File: config.mk
export PLATFORM = sky130hd
export DESIGN_NAME = rc_frame_sequence_filter
export DESIGN_NICKNAME = d
export VERILOG_FILES = /design/src/hw/rtl/rcfsf_pkg.sv /design/src/hw/rtl/rc_frame_sequence_filter.sv
export SDC_FILE = /design/constraint.sdc
export NUM_CORES = 1
export LEC_CHECK = 0
export BUFFER_PORTS_ARGS = -buffer_cell sky130_fd_sc_hd__buf_2
export CORE_ASPECT_RATIO = 0.6
export CORE_MARGIN = 1.5
export CORE_UTILIZATION = 57
export CTS_CLUSTER_DIAMETER = 30
export DETAILED_ROUTE_END_ITERATION = 8
export GPL_TIMING_DRIVEN = 0
export PLACE_DENSITY = 0.75
export SLEW_MARGIN = 20
export SYNTH_ARGS = -nofsm -noshare
export SYNTH_HDL_FRONTEND = slang
export SYNTH_SLANG_ARGS = --single-unit
File: constraint.sdc
create_clock -name clock -period 12.85 [get_ports clock]
set_input_delay 2.57 -clock clock [delete_from_list [all_inputs] [get_ports clock]]
set_output_delay 2.57 -clock clock [all_outputs]
set_load 0.01 [all_outputs]
File: src/hw/rtl/rcfsf_pkg.sv
package rcfsf_pkg;

   localparam int CntBits = 32;
   localparam int NumCounters = 10;
   localparam int CntAddrBits = $clog2(NumCounters);

   localparam logic [15:0] TimeoutReset = 16'd350;
   localparam logic [15:0] HalfSeqSpace = 16'd32768;

   typedef logic [CntBits-1:0] count_type;
   typedef logic [CntAddrBits-1:0] cnt_addr_type;

   localparam cnt_addr_type CntReceived = CntAddrBits'(0);
   localparam cnt_addr_type CntValid    = CntAddrBits'(1);
   localparam cnt_addr_type CntCrc      = CntAddrBits'(2);
   localparam cnt_addr_type CntLink     = CntAddrBits'(3);
   localparam cnt_addr_type CntSource   = CntAddrBits'(4);
   localparam cnt_addr_type CntSize     = CntAddrBits'(5);
   localparam cnt_addr_type CntValue    = CntAddrBits'(6);
   localparam cnt_addr_type CntDup      = CntAddrBits'(7);
   localparam cnt_addr_type CntOrder    = CntAddrBits'(8);
   localparam cnt_addr_type CntMissed   = CntAddrBits'(9);

   localparam logic [0:0] CsrTimeout   = 1'b0;
   localparam logic [0:0] CsrLinkReady = 1'b1;

   localparam logic FuncPacket = 1'b0;
   localparam logic FuncQuery  = 1'b1;

   localparam logic [2:0] DecOk       = 3'd0;
   localparam logic [2:0] DecBadSize  = 3'd1;
   localparam logic [2:0] DecBadLink  = 3'd2;
   localparam logic [2:0] DecBadValue = 3'd3;

   localparam logic [1:0] ModeNone     = 2'd0;
   localparam logic [1:0] ModeDirect   = 2'd1;
   localparam logic [1:0] ModeSideband = 2'd2;
   localparam logic [1:0] ModeBad      = 2'd3;

   typedef enum logic [3:0] {
      VerdictAccepted = 4'd0,
      VerdictSource   = 4'd1,
      VerdictSize     = 4'd2,
      VerdictLink     = 4'd3,
      VerdictValue    = 4'd4,
      VerdictCrc      = 4'd5,
      VerdictDup      = 4'd6,
      VerdictOrder    = 4'd7,
      VerdictFailsafe = 4'd8,
      VerdictQuery    = 4'd9
   } verdict_type;

   typedef enum logic [1:0] {
      SrcZero,
      SrcMem,
      SrcReg
   } cnt_src_type;

   typedef struct packed {
      verdict_type  verdict;
      logic         store_channels;
      logic         load_safe_channels;
      logic         new_frame;
      logic         direct_active;
      logic         sideband_active;
      logic [31:0]  age_ms;
      logic [15:0]  last_sequence;
      logic         cnt_we;
      cnt_addr_type cnt_addr;
      cnt_src_type  cnt_src;
      count_type    reg_value;
   } stage_type;

endpackage

File: src/hw/rtl/rc_frame_sequence_filter.sv
// A request goes into s2_ff, then into the output registers that drive the response.
// Throughput: one item per cycle unless a response stalls; one counter read and write per cycle.
// A counter read that meets a write to the same entry in the same cycle is forwarded.
// Reset (synchronous, active high) clears link state, counters and entry valid bits,
// and sets timeout_ms to 350 and link_ready to 0.
module rc_frame_sequence_filter (
   input  logic        clock,
   input  logic        reset,
   input  logic        csr_valid,
   output logic        csr_ready,
   input  logic [0:0]  csr_index,
   input  logic [15:0] csr_wdata,
   input  logic        req_valid,
   output logic        req_ready,
   input  logic        req_func,
   input  logic [31:0] req_now_ms,
   input  logic        req_source_trusted,
   input  logic [2:0]  req_decode_result,
   input  logic [1:0]  req_packet_mode,
   input  logic [15:0] req_sequence_req,
   input  logic [3:0]  req_counter_select,
   output logic        rsp_valid,
   input  logic        rsp_ready,
   output logic [3:0]  rsp_verdict,
   output logic        rsp_store_channels,
   output logic        rsp_load_safe_channels,
   output logic        rsp_new_frame,
   output logic        rsp_direct_active,
   output logic        rsp_sideband_active,
   output logic [31:0] rsp_age_ms,
   output logic [15:0] rsp_last_sequence,
   output logic [31:0] rsp_counter_value
);

   logic [15:0] timeout_ff;
   logic        link_ready_ff;

   logic [31:0] last_time_ff, last_time_in;
   logic [15:0] last_seq_ff, last_seq_in;
   logic        seq_valid_ff, seq_valid_in;
   logic [1:0]  link_mode_ff, link_mode_in;
   logic        fresh_flag_ff, fresh_flag_in;
   rcfsf_pkg::count_type received_ff, received_in;
   rcfsf_pkg::count_type missed_ff, missed_in;

   rcfsf_pkg::count_type    cnt_mem [rcfsf_pkg::NumCounters];
   logic [rcfsf_pkg::NumCounters-1:0] entry_valid_ff;
   rcfsf_pkg::count_type    rd_data_ff;
   logic                    rd_valid_ff;
   logic                    fwd_hit_ff, fwd_hit_in;
   rcfsf_pkg::count_type    fwd_data_ff;
   rcfsf_pkg::cnt_addr_type rd_addr;

   rcfsf_pkg::stage_type s2_ff, s2_in;
   logic                 s2_valid_ff;
   logic                 s2_adv;
   rcfsf_pkg::count_type mem_value, new_count;

   logic        rsp_valid_ff;
   logic [3:0]  out_verdict_ff;
   logic        out_store_ff, out_safe_ff, out_new_ff, out_direct_ff, out_side_ff;
   logic [31:0] out_age_ff, out_count_ff, out_count_in;
   logic [15:0] out_seq_ff;

   logic        req_accept;
   logic [31:0] diff, back_diff, timeout_ext;
   logic        known, q_fresh, p_fresh;
   logic [15:0] delta;
   logic [1:0]  mode;

   assign csr_ready  = 1'b1;
   assign s2_adv     = s2_valid_ff && (!rsp_valid_ff || rsp_ready);
   assign req_ready  = !s2_valid_ff || s2_adv;
   assign req_accept = req_valid && req_ready;

   assign timeout_ext = 32'(timeout_ff);
   assign diff        = req_now_ms - last_time_ff;
   assign back_diff   = last_time_ff - req_now_ms;
   assign known       = last_time_ff != 32'd0;
   assign q_fresh     = known && (diff[31] ? (back_diff <= timeout_ext) : (diff <= timeout_ext));
   assign p_fresh     = seq_valid_ff && known && (diff <= timeout_ext);
   assign delta       = req_sequence_req - last_seq_ff;
   assign mode        = (req_packet_mode == rcfsf_pkg::ModeBad) ? rcfsf_pkg::ModeNone
                                                                : req_packet_mode;

   always_comb begin
      last_time_in  = last_time_ff;
      last_seq_in   = last_seq_ff;
      seq_valid_in  = seq_valid_ff;
      link_mode_in  = link_mode_ff;
      fresh_flag_in = fresh_flag_ff;
      received_in   = received_ff;
      missed_in     = missed_ff;
      s2_in         = '0;
      s2_in.verdict = rcfsf_pkg::VerdictQuery;
      s2_in.cnt_src = rcfsf_pkg::SrcZero;
      if (req_func == rcfsf_pkg::FuncQuery) begin
         s2_in.new_frame       = fresh_flag_ff;
         fresh_flag_in         = 1'b0;
         s2_in.direct_active   = link_ready_ff && q_fresh &&
                                 (link_mode_ff == rcfsf_pkg::ModeDirect);
         s2_in.sideband_active = link_ready_ff && q_fresh &&
                                 (link_mode_ff == rcfsf_pkg::ModeSideband);
         s2_in.age_ms          = (!known || diff[31]) ? 32'd0 : diff;
         s2_in.last_sequence   = last_seq_ff;
         if (req_counter_select == 4'(rcfsf_pkg::CntReceived)) begin
            s2_in.cnt_src   = rcfsf_pkg::SrcReg;
            s2_in.reg_value = received_ff;
         end else if (req_counter_select == 4'(rcfsf_pkg::CntMissed)) begin
            s2_in.cnt_src   = rcfsf_pkg::SrcReg;
            s2_in.reg_value = missed_ff;
         end else if (req_counter_select < 4'(rcfsf_pkg::NumCounters)) begin
            s2_in.cnt_src  = rcfsf_pkg::SrcMem;
            s2_in.cnt_addr = rcfsf_pkg::CntAddrBits'(req_counter_select);
         end
      end else begin
         received_in  = received_ff + rcfsf_pkg::CntBits'(1);
         s2_in.cnt_we = 1'b1;
         if (!req_source_trusted) begin
            s2_in.verdict  = rcfsf_pkg::VerdictSource;
            s2_in.cnt_addr = rcfsf_pkg::CntSource;
         end else if (req_decode_result != rcfsf_pkg::DecOk) begin
            case (req_decode_result)
               rcfsf_pkg::DecBadSize: begin
                  s2_in.verdict  = rcfsf_pkg::VerdictSize;
                  s2_in.cnt_addr = rcfsf_pkg::CntSize;
               end
               rcfsf_pkg::DecBadLink: begin
                  s2_in.verdict  = rcfsf_pkg::VerdictLink;
                  s2_in.cnt_addr = rcfsf_pkg::CntLink;
               end
               rcfsf_pkg::DecBadValue: begin
                  s2_in.verdict  = rcfsf_pkg::VerdictValue;
                  s2_in.cnt_addr = rcfsf_pkg::CntValue;
               end
               default: begin
                  s2_in.verdict  = rcfsf_pkg::VerdictCrc;
                  s2_in.cnt_addr = rcfsf_pkg::CntCrc;
               end
            endcase
         end else if (p_fresh && delta == 16'd0) begin
            s2_in.verdict  = rcfsf_pkg::VerdictDup;
            s2_in.cnt_addr = rcfsf_pkg::CntDup;
         end else if (p_fresh && delta > rcfsf_pkg::HalfSeqSpace) begin
            s2_in.verdict  = rcfsf_pkg::VerdictOrder;
            s2_in.cnt_addr = rcfsf_pkg::CntOrder;
         end else begin
            if (p_fresh && delta > 16'd1) begin
               missed_in = missed_ff + rcfsf_pkg::CntBits'(delta - 16'd1);
            end
            seq_valid_in = 1'b1;
            link_mode_in = mode;
            last_time_in = req_now_ms;
            last_seq_in  = req_sequence_req;
            if (mode != rcfsf_pkg::ModeNone) begin
               fresh_flag_in        = (mode == rcfsf_pkg::ModeDirect);
               s2_in.verdict        = rcfsf_pkg::VerdictAccepted;
               s2_in.store_channels = 1'b1;
               s2_in.cnt_addr       = rcfsf_pkg::CntValid;
            end else begin
               fresh_flag_in            = 1'b0;
               s2_in.verdict            = rcfsf_pkg::VerdictFailsafe;
               s2_in.load_safe_channels = 1'b1;
               s2_in.cnt_we             = 1'b0;
            end
         end
      end
   end

   assign rd_addr    = s2_in.cnt_addr;
   assign mem_value  = fwd_hit_ff ? fwd_data_ff : (rd_valid_ff ? rd_data_ff : '0);
   assign new_count  = mem_value + rcfsf_pkg::CntBits'(1);
   assign fwd_hit_in = s2_adv && s2_ff.cnt_we && (s2_ff.cnt_addr == rd_addr);

   always_comb begin
      unique case (s2_ff.cnt_src)
         rcfsf_pkg::SrcMem: out_count_in = 32'(mem_value);
         rcfsf_pkg::SrcReg: out_count_in = 32'(s2_ff.reg_value);
         default:           out_count_in = 32'd0;
      endcase
   end

   always_ff @(posedge clock) begin
      if (reset) begin
         timeout_ff    <= rcfsf_pkg::TimeoutReset;
         link_ready_ff <= 1'b0;
      end else if (csr_valid && csr_ready) begin
         if (csr_index == rcfsf_pkg::CsrTimeout) begin
            timeout_ff <= csr_wdata;
         end else begin
            link_ready_ff <= csr_wdata[0];
         end
      end
   end

   always_ff @(posedge clock) begin
      if (reset) begin
         last_time_ff  <= '0;
         last_seq_ff   <= '0;
         seq_valid_ff  <= 1'b0;
         link_mode_ff  <= rcfsf_pkg::ModeNone;
         fresh_flag_ff <= 1'b0;
         received_ff   <= '0;
         missed_ff     <= '0;
      end else if (req_accept) begin
         last_time_ff  <= last_time_in;
         last_seq_ff   <= last_seq_in;
         seq_valid_ff  <= seq_valid_in;
         link_mode_ff  <= link_mode_in;
         fresh_flag_ff <= fresh_flag_in;
         received_ff   <= received_in;
         missed_ff     <= missed_in;
      end
   end

   always_ff @(posedge clock) begin
      if (s2_adv && s2_ff.cnt_we) begin
         cnt_mem[s2_ff.cnt_addr] <= new_count;
      end
      if (req_accept) begin
         rd_data_ff  <= cnt_mem[rd_addr];
         fwd_data_ff <= new_count;
         s2_ff       <= s2_in;
      end
   end

   always_ff @(posedge clock) begin
      if (reset) begin
         entry_valid_ff <= '0;
         rd_valid_ff    <= 1'b0;
         fwd_hit_ff     <= 1'b0;
         s2_valid_ff    <= 1'b0;
      end else begin
         if (s2_adv && s2_ff.cnt_we) begin
            entry_valid_ff[s2_ff.cnt_addr] <= 1'b1;
         end
         if (req_accept) begin
            rd_valid_ff <= entry_valid_ff[rd_addr];
            fwd_hit_ff  <= fwd_hit_in;
         end
         if (req_accept) begin
            s2_valid_ff <= 1'b1;
         end else if (s2_adv) begin
            s2_valid_ff <= 1'b0;
         end
      end
   end

   always_ff @(posedge clock) begin
      if (reset) begin
         rsp_valid_ff <= 1'b0;
      end else if (s2_adv) begin
         rsp_valid_ff <= 1'b1;
      end else if (rsp_ready) begin
         rsp_valid_ff <= 1'b0;
      end
   end

   always_ff @(posedge clock) begin
      if (s2_adv) begin
         out_verdict_ff <= s2_ff.verdict;
         out_store_ff   <= s2_ff.store_channels;
         out_safe_ff    <= s2_ff.load_safe_channels;
         out_new_ff     <= s2_ff.new_frame;
         out_direct_ff  <= s2_ff.direct_active;
         out_side_ff    <= s2_ff.sideband_active;
         out_age_ff     <= s2_ff.age_ms;
         out_seq_ff     <= s2_ff.last_sequence;
         out_count_ff   <= out_count_in;
      end
   end

   assign rsp_valid              = rsp_valid_ff;
   assign rsp_verdict            = out_verdict_ff;
   assign rsp_store_channels     = out_store_ff;
   assign rsp_load_safe_channels = out_safe_ff;
   assign rsp_new_frame          = out_new_ff;
   assign rsp_direct_active      = out_direct_ff;
   assign rsp_sideband_active    = out_side_ff;
   assign rsp_age_ms             = out_age_ff;
   assign rsp_last_sequence      = out_seq_ff;
   assign rsp_counter_value      = out_count_ff;

endmodule

==> results.txt <==
Post-CTS resize count: 0
Ports: 173
Initial antenna violation count: 7
Critical Path AT: 10240 ps
IO buf count: 170
FP Rows: 70
Register area share after synthesis: 56.9%
Critical path's slowest cell: a2111oi_0
Final Hold Viols: 0
Highest Clock Rate: 103 MHz
Clock-pin slew on the worst setup and hold paths: 60 ps
Vias per cell: 6.17
Die H: 195 um
Hold buffers post-CTS: 0
Least-Margin Pin Slew: 1150 ps
Worst-Skew Late Latency: 680 ps
First-pass GRT wire length: 152 mm
Placed cell areas: 37700 sq um
Vias: 26100
Initial DRC Count: 3096
Clock sink count: 715
Mean routed wirelength per cell: 24.0 um
WHS Path Cells: 0
Nets: 3541
Cell count of the worst reg-to-reg path: 23
Design Area, Final: 41300 sq um
CTS HTree Levels: 3
Prevailing post-synth register cell: edfxtp_1
Core footprint: 61000 sq um
CTS tree: built
Area growth syn-to-layout: 17.5%
Synthesized netlist cell count: 3006
YS warnings: 0
Most frequent cells in the layout: edfxtp_1 (569), nor2_1 (269), nand2_1 (234), mux2i_1 (232), buf_2 (198)
Hold crit path type: reg2reg
Skew final: 38.1 ps
PwrDens: 146 nW/um^2
WS Path Type: in2reg
Min Tclk post-route: 9720 ps
Multi-input gate area: 14000 sq um
Outcome: completed
Final HPWL DP: 75.2 mm
CTS Root Cell: clkbuf_16
Max-Cap Viols: 0
Seq cells post-synth: 715
Fin crit share: 75.7%
Unrepaired setup endpoints after global routing: false
Post-CTS Setup Bufs: 0
Min-delay src: s2_ff[88]
Setup crit start kind: input pin
Pre-antenna DRT Iters: 6
Share of cells above drive strength 1: 14.9%
Largest net degree at the start of global routing: 84
Worst IR Drop VDD: 0.138 mV
CP Max Fanout: 10
Vias in the first global route: 25000
EDFF count, synth: 569
Post-route DRC: 0
Final setup violation count: 0
Initial core utilization: 57.7%
Global Route Usage Sum: 32.2%
Max incr delay on CP: 910 ps
Gpl congestion: 0.967
Synthesized cell area: 35200 sq um
CTS Buf Count: 100
Total power: 6.01 mW
Gr ovfl total: 0
Synth cell types: 85
Die width: 324 um
Antenna violation net count after detailed routing: 0
Pleak: 16.1 nW
Commonest non-fill, non-tap cell in the layout: edfxtp_1
Syn Nets: 3239
Synth Area per Inst: 11.7 sq um
Worst flop-to-flop path startpoint: last_time_ff[0]
Die area: 63200 sq um
Reg2reg setup slack: 4830 ps
Slew headroom: 23.1%
Asr flop ratio synth: 0%
R2r endpoint: rd_data_ff[23]
Final Max Slew Viols: 0
Crit path required time: 13360 ps
CP Capture Type: flop
FF+latch area: 20000 sq um
Clock tree buffer depth: 3
Fill count: 4404
Routed WL: 102 mm
Hold Path End: rsp_direct_active
[area by class of cell]
cell class | instances | share of cell area, %
Antenna cell | 3 | 0.0182
Buffer | 138 | 1.57
Clock buffer | 104 | 6.19
Clock inverter | 86 | 2.59
Inverter | 150 | 1.38
Multi-Input combinational cell | 2003 | 34.0
Sequential cell | 715 | 48.4
Tap cell | 828 | 2.51
Timing Repair Buffer | 200 | 3.34
[cells by family (layout without fill, tap and decap cells)]
kind of cell    Yosys count  after routing  synth area share, %
other cells               2              5               0.0214
flops                   715            715                 56.9
compound gates          611            611                 12.2
xor+xnor                154            154                 3.84
fa+ha+maj               152            152                 5.49
mux                     236            236                 6.73
buf+inv                 288            678                 3.45
simple gates            848            848                 11.3
[critical path, delay by kind of cell]
family	cells	cell delay, ps
AO/OA/AOI/OAI	7	2530
XOR/XNOR	1	330
adder cells (fa/ha/maj)	3	890
buffers and inverters	6	1440
AND/OR/NAND/NOR	8	2420
[sequential cells by signal, summed over array words and instances (netlist names), 2 cells and up]
signal / count
cnt_mem: 320
entry_valid_ff: 9
fwd_data_ff: 32
last_seq_ff: 16
last_time_ff: 32
link_mode_ff: 2
missed_ff: 32
rd_data_ff: 32
received_ff: 32
rsp_age_ms: 32
rsp_counter_value: 32
rsp_last_sequence: 16
rsp_verdict: 4
s2_ff: 96
timeout_ff: 16
[per-stage QoR]
step | setup slack, ps | setup TNS [ps] | utilization [%] | hold WS (ps) | std cells
2_1_floorplan | 2450 | 0 | - | 400 | 3006
5_1_grt | 2870 | 0 | 67.8 | 414 | 4227
3_3_place_gp | -2650 | -307210 | 60.8 | 401 | 4004
4_1_cts | 3430 | 0 | 67.7 | 413 | 4224
6_report | 3130 | 0 | 67.8 | 411 | 4227
3_5_place_dp | 2750 | 0 | 61.8 | 405 | 4034
[Yosys cell counts, types with 18 or more instances]
| cell type | count | area share [%] |
|---|---|---|
| a21o_1 | 58 | 1.2 |
| inv_1 | 150 | 1.6 |
| nand4_1 | 30 | 0.53 |
| o21ai_0 | 69 | 0.98 |
| nand2_1 | 234 | 2.5 |
| nor3_1 | 43 | 0.61 |
| dfxtp_1 | 146 | 8.3 |
| a22o_1 | 51 | 1.3 |
| a22oi_1 | 66 | 1.4 |
| buf_2 | 28 | 0.40 |
| nor2_1 | 276 | 2.9 |
| nor2b_1 | 53 | 0.94 |
| a211oi_2 | 31 | 1.1 |
| clkbuf_1 | 86 | 0.92 |
| ha_1 | 148 | 5.3 |
| and2_1 | 30 | 0.53 |
| nand3_1 | 65 | 0.93 |
| o21bai_1 | 21 | 0.45 |
| edfxtp_1 | 569 | 49 |
| xor2_1 | 58 | 1.4 |
| nand2b_1 | 18 | 0.32 |
| mux2i_1 | 232 | 6.6 |
| a21oi_1 | 184 | 2.6 |
| xnor2_1 | 96 | 2.4 |
[power breakdown]
group	internal [mW]	leakage, nW	switching, mW
clock network	1.74	1.76	1.18
registers	2.56	6.59	0.0264
logic	0.174	7.74	0.340
[layer usage]
| layer | part of all wire (%) | vias to the layer above | global-route usage, % |
|---|---|---|---|
| li1 | - | 11700 | - |
| met1 | 46 | 12800 | 50.9 |
| met2 | 40 | 1437 | 44.2 |
| met3 | 11 | 159 | 7.09 |
| met4 | 2.3 | 0 | 8.55 |
| met5 | 0 | - | 0 |
[worst max-delay path by stage]
stage | to | slack, ps | cells past startpoint | from
2_1_floorplan | cnt_mem[0][0] | 2450 | 5 | rsp_ready
3_3_place_gp | cnt_mem[0][21] | -2650 | 6 | rsp_ready
3_5_place_dp | rd_data_ff[22] | 2750 | 25 | req_now_ms[0]
4_1_cts | rd_data_ff[23] | 3430 | 25 | req_now_ms[0]
5_1_grt | rd_data_ff[6] | 2870 | 25 | req_now_ms[0]
6_report | rd_data_ff[23] | 3130 | 25 | req_now_ms[0]
No activity file was read; power rests on OpenSTA's default activity.
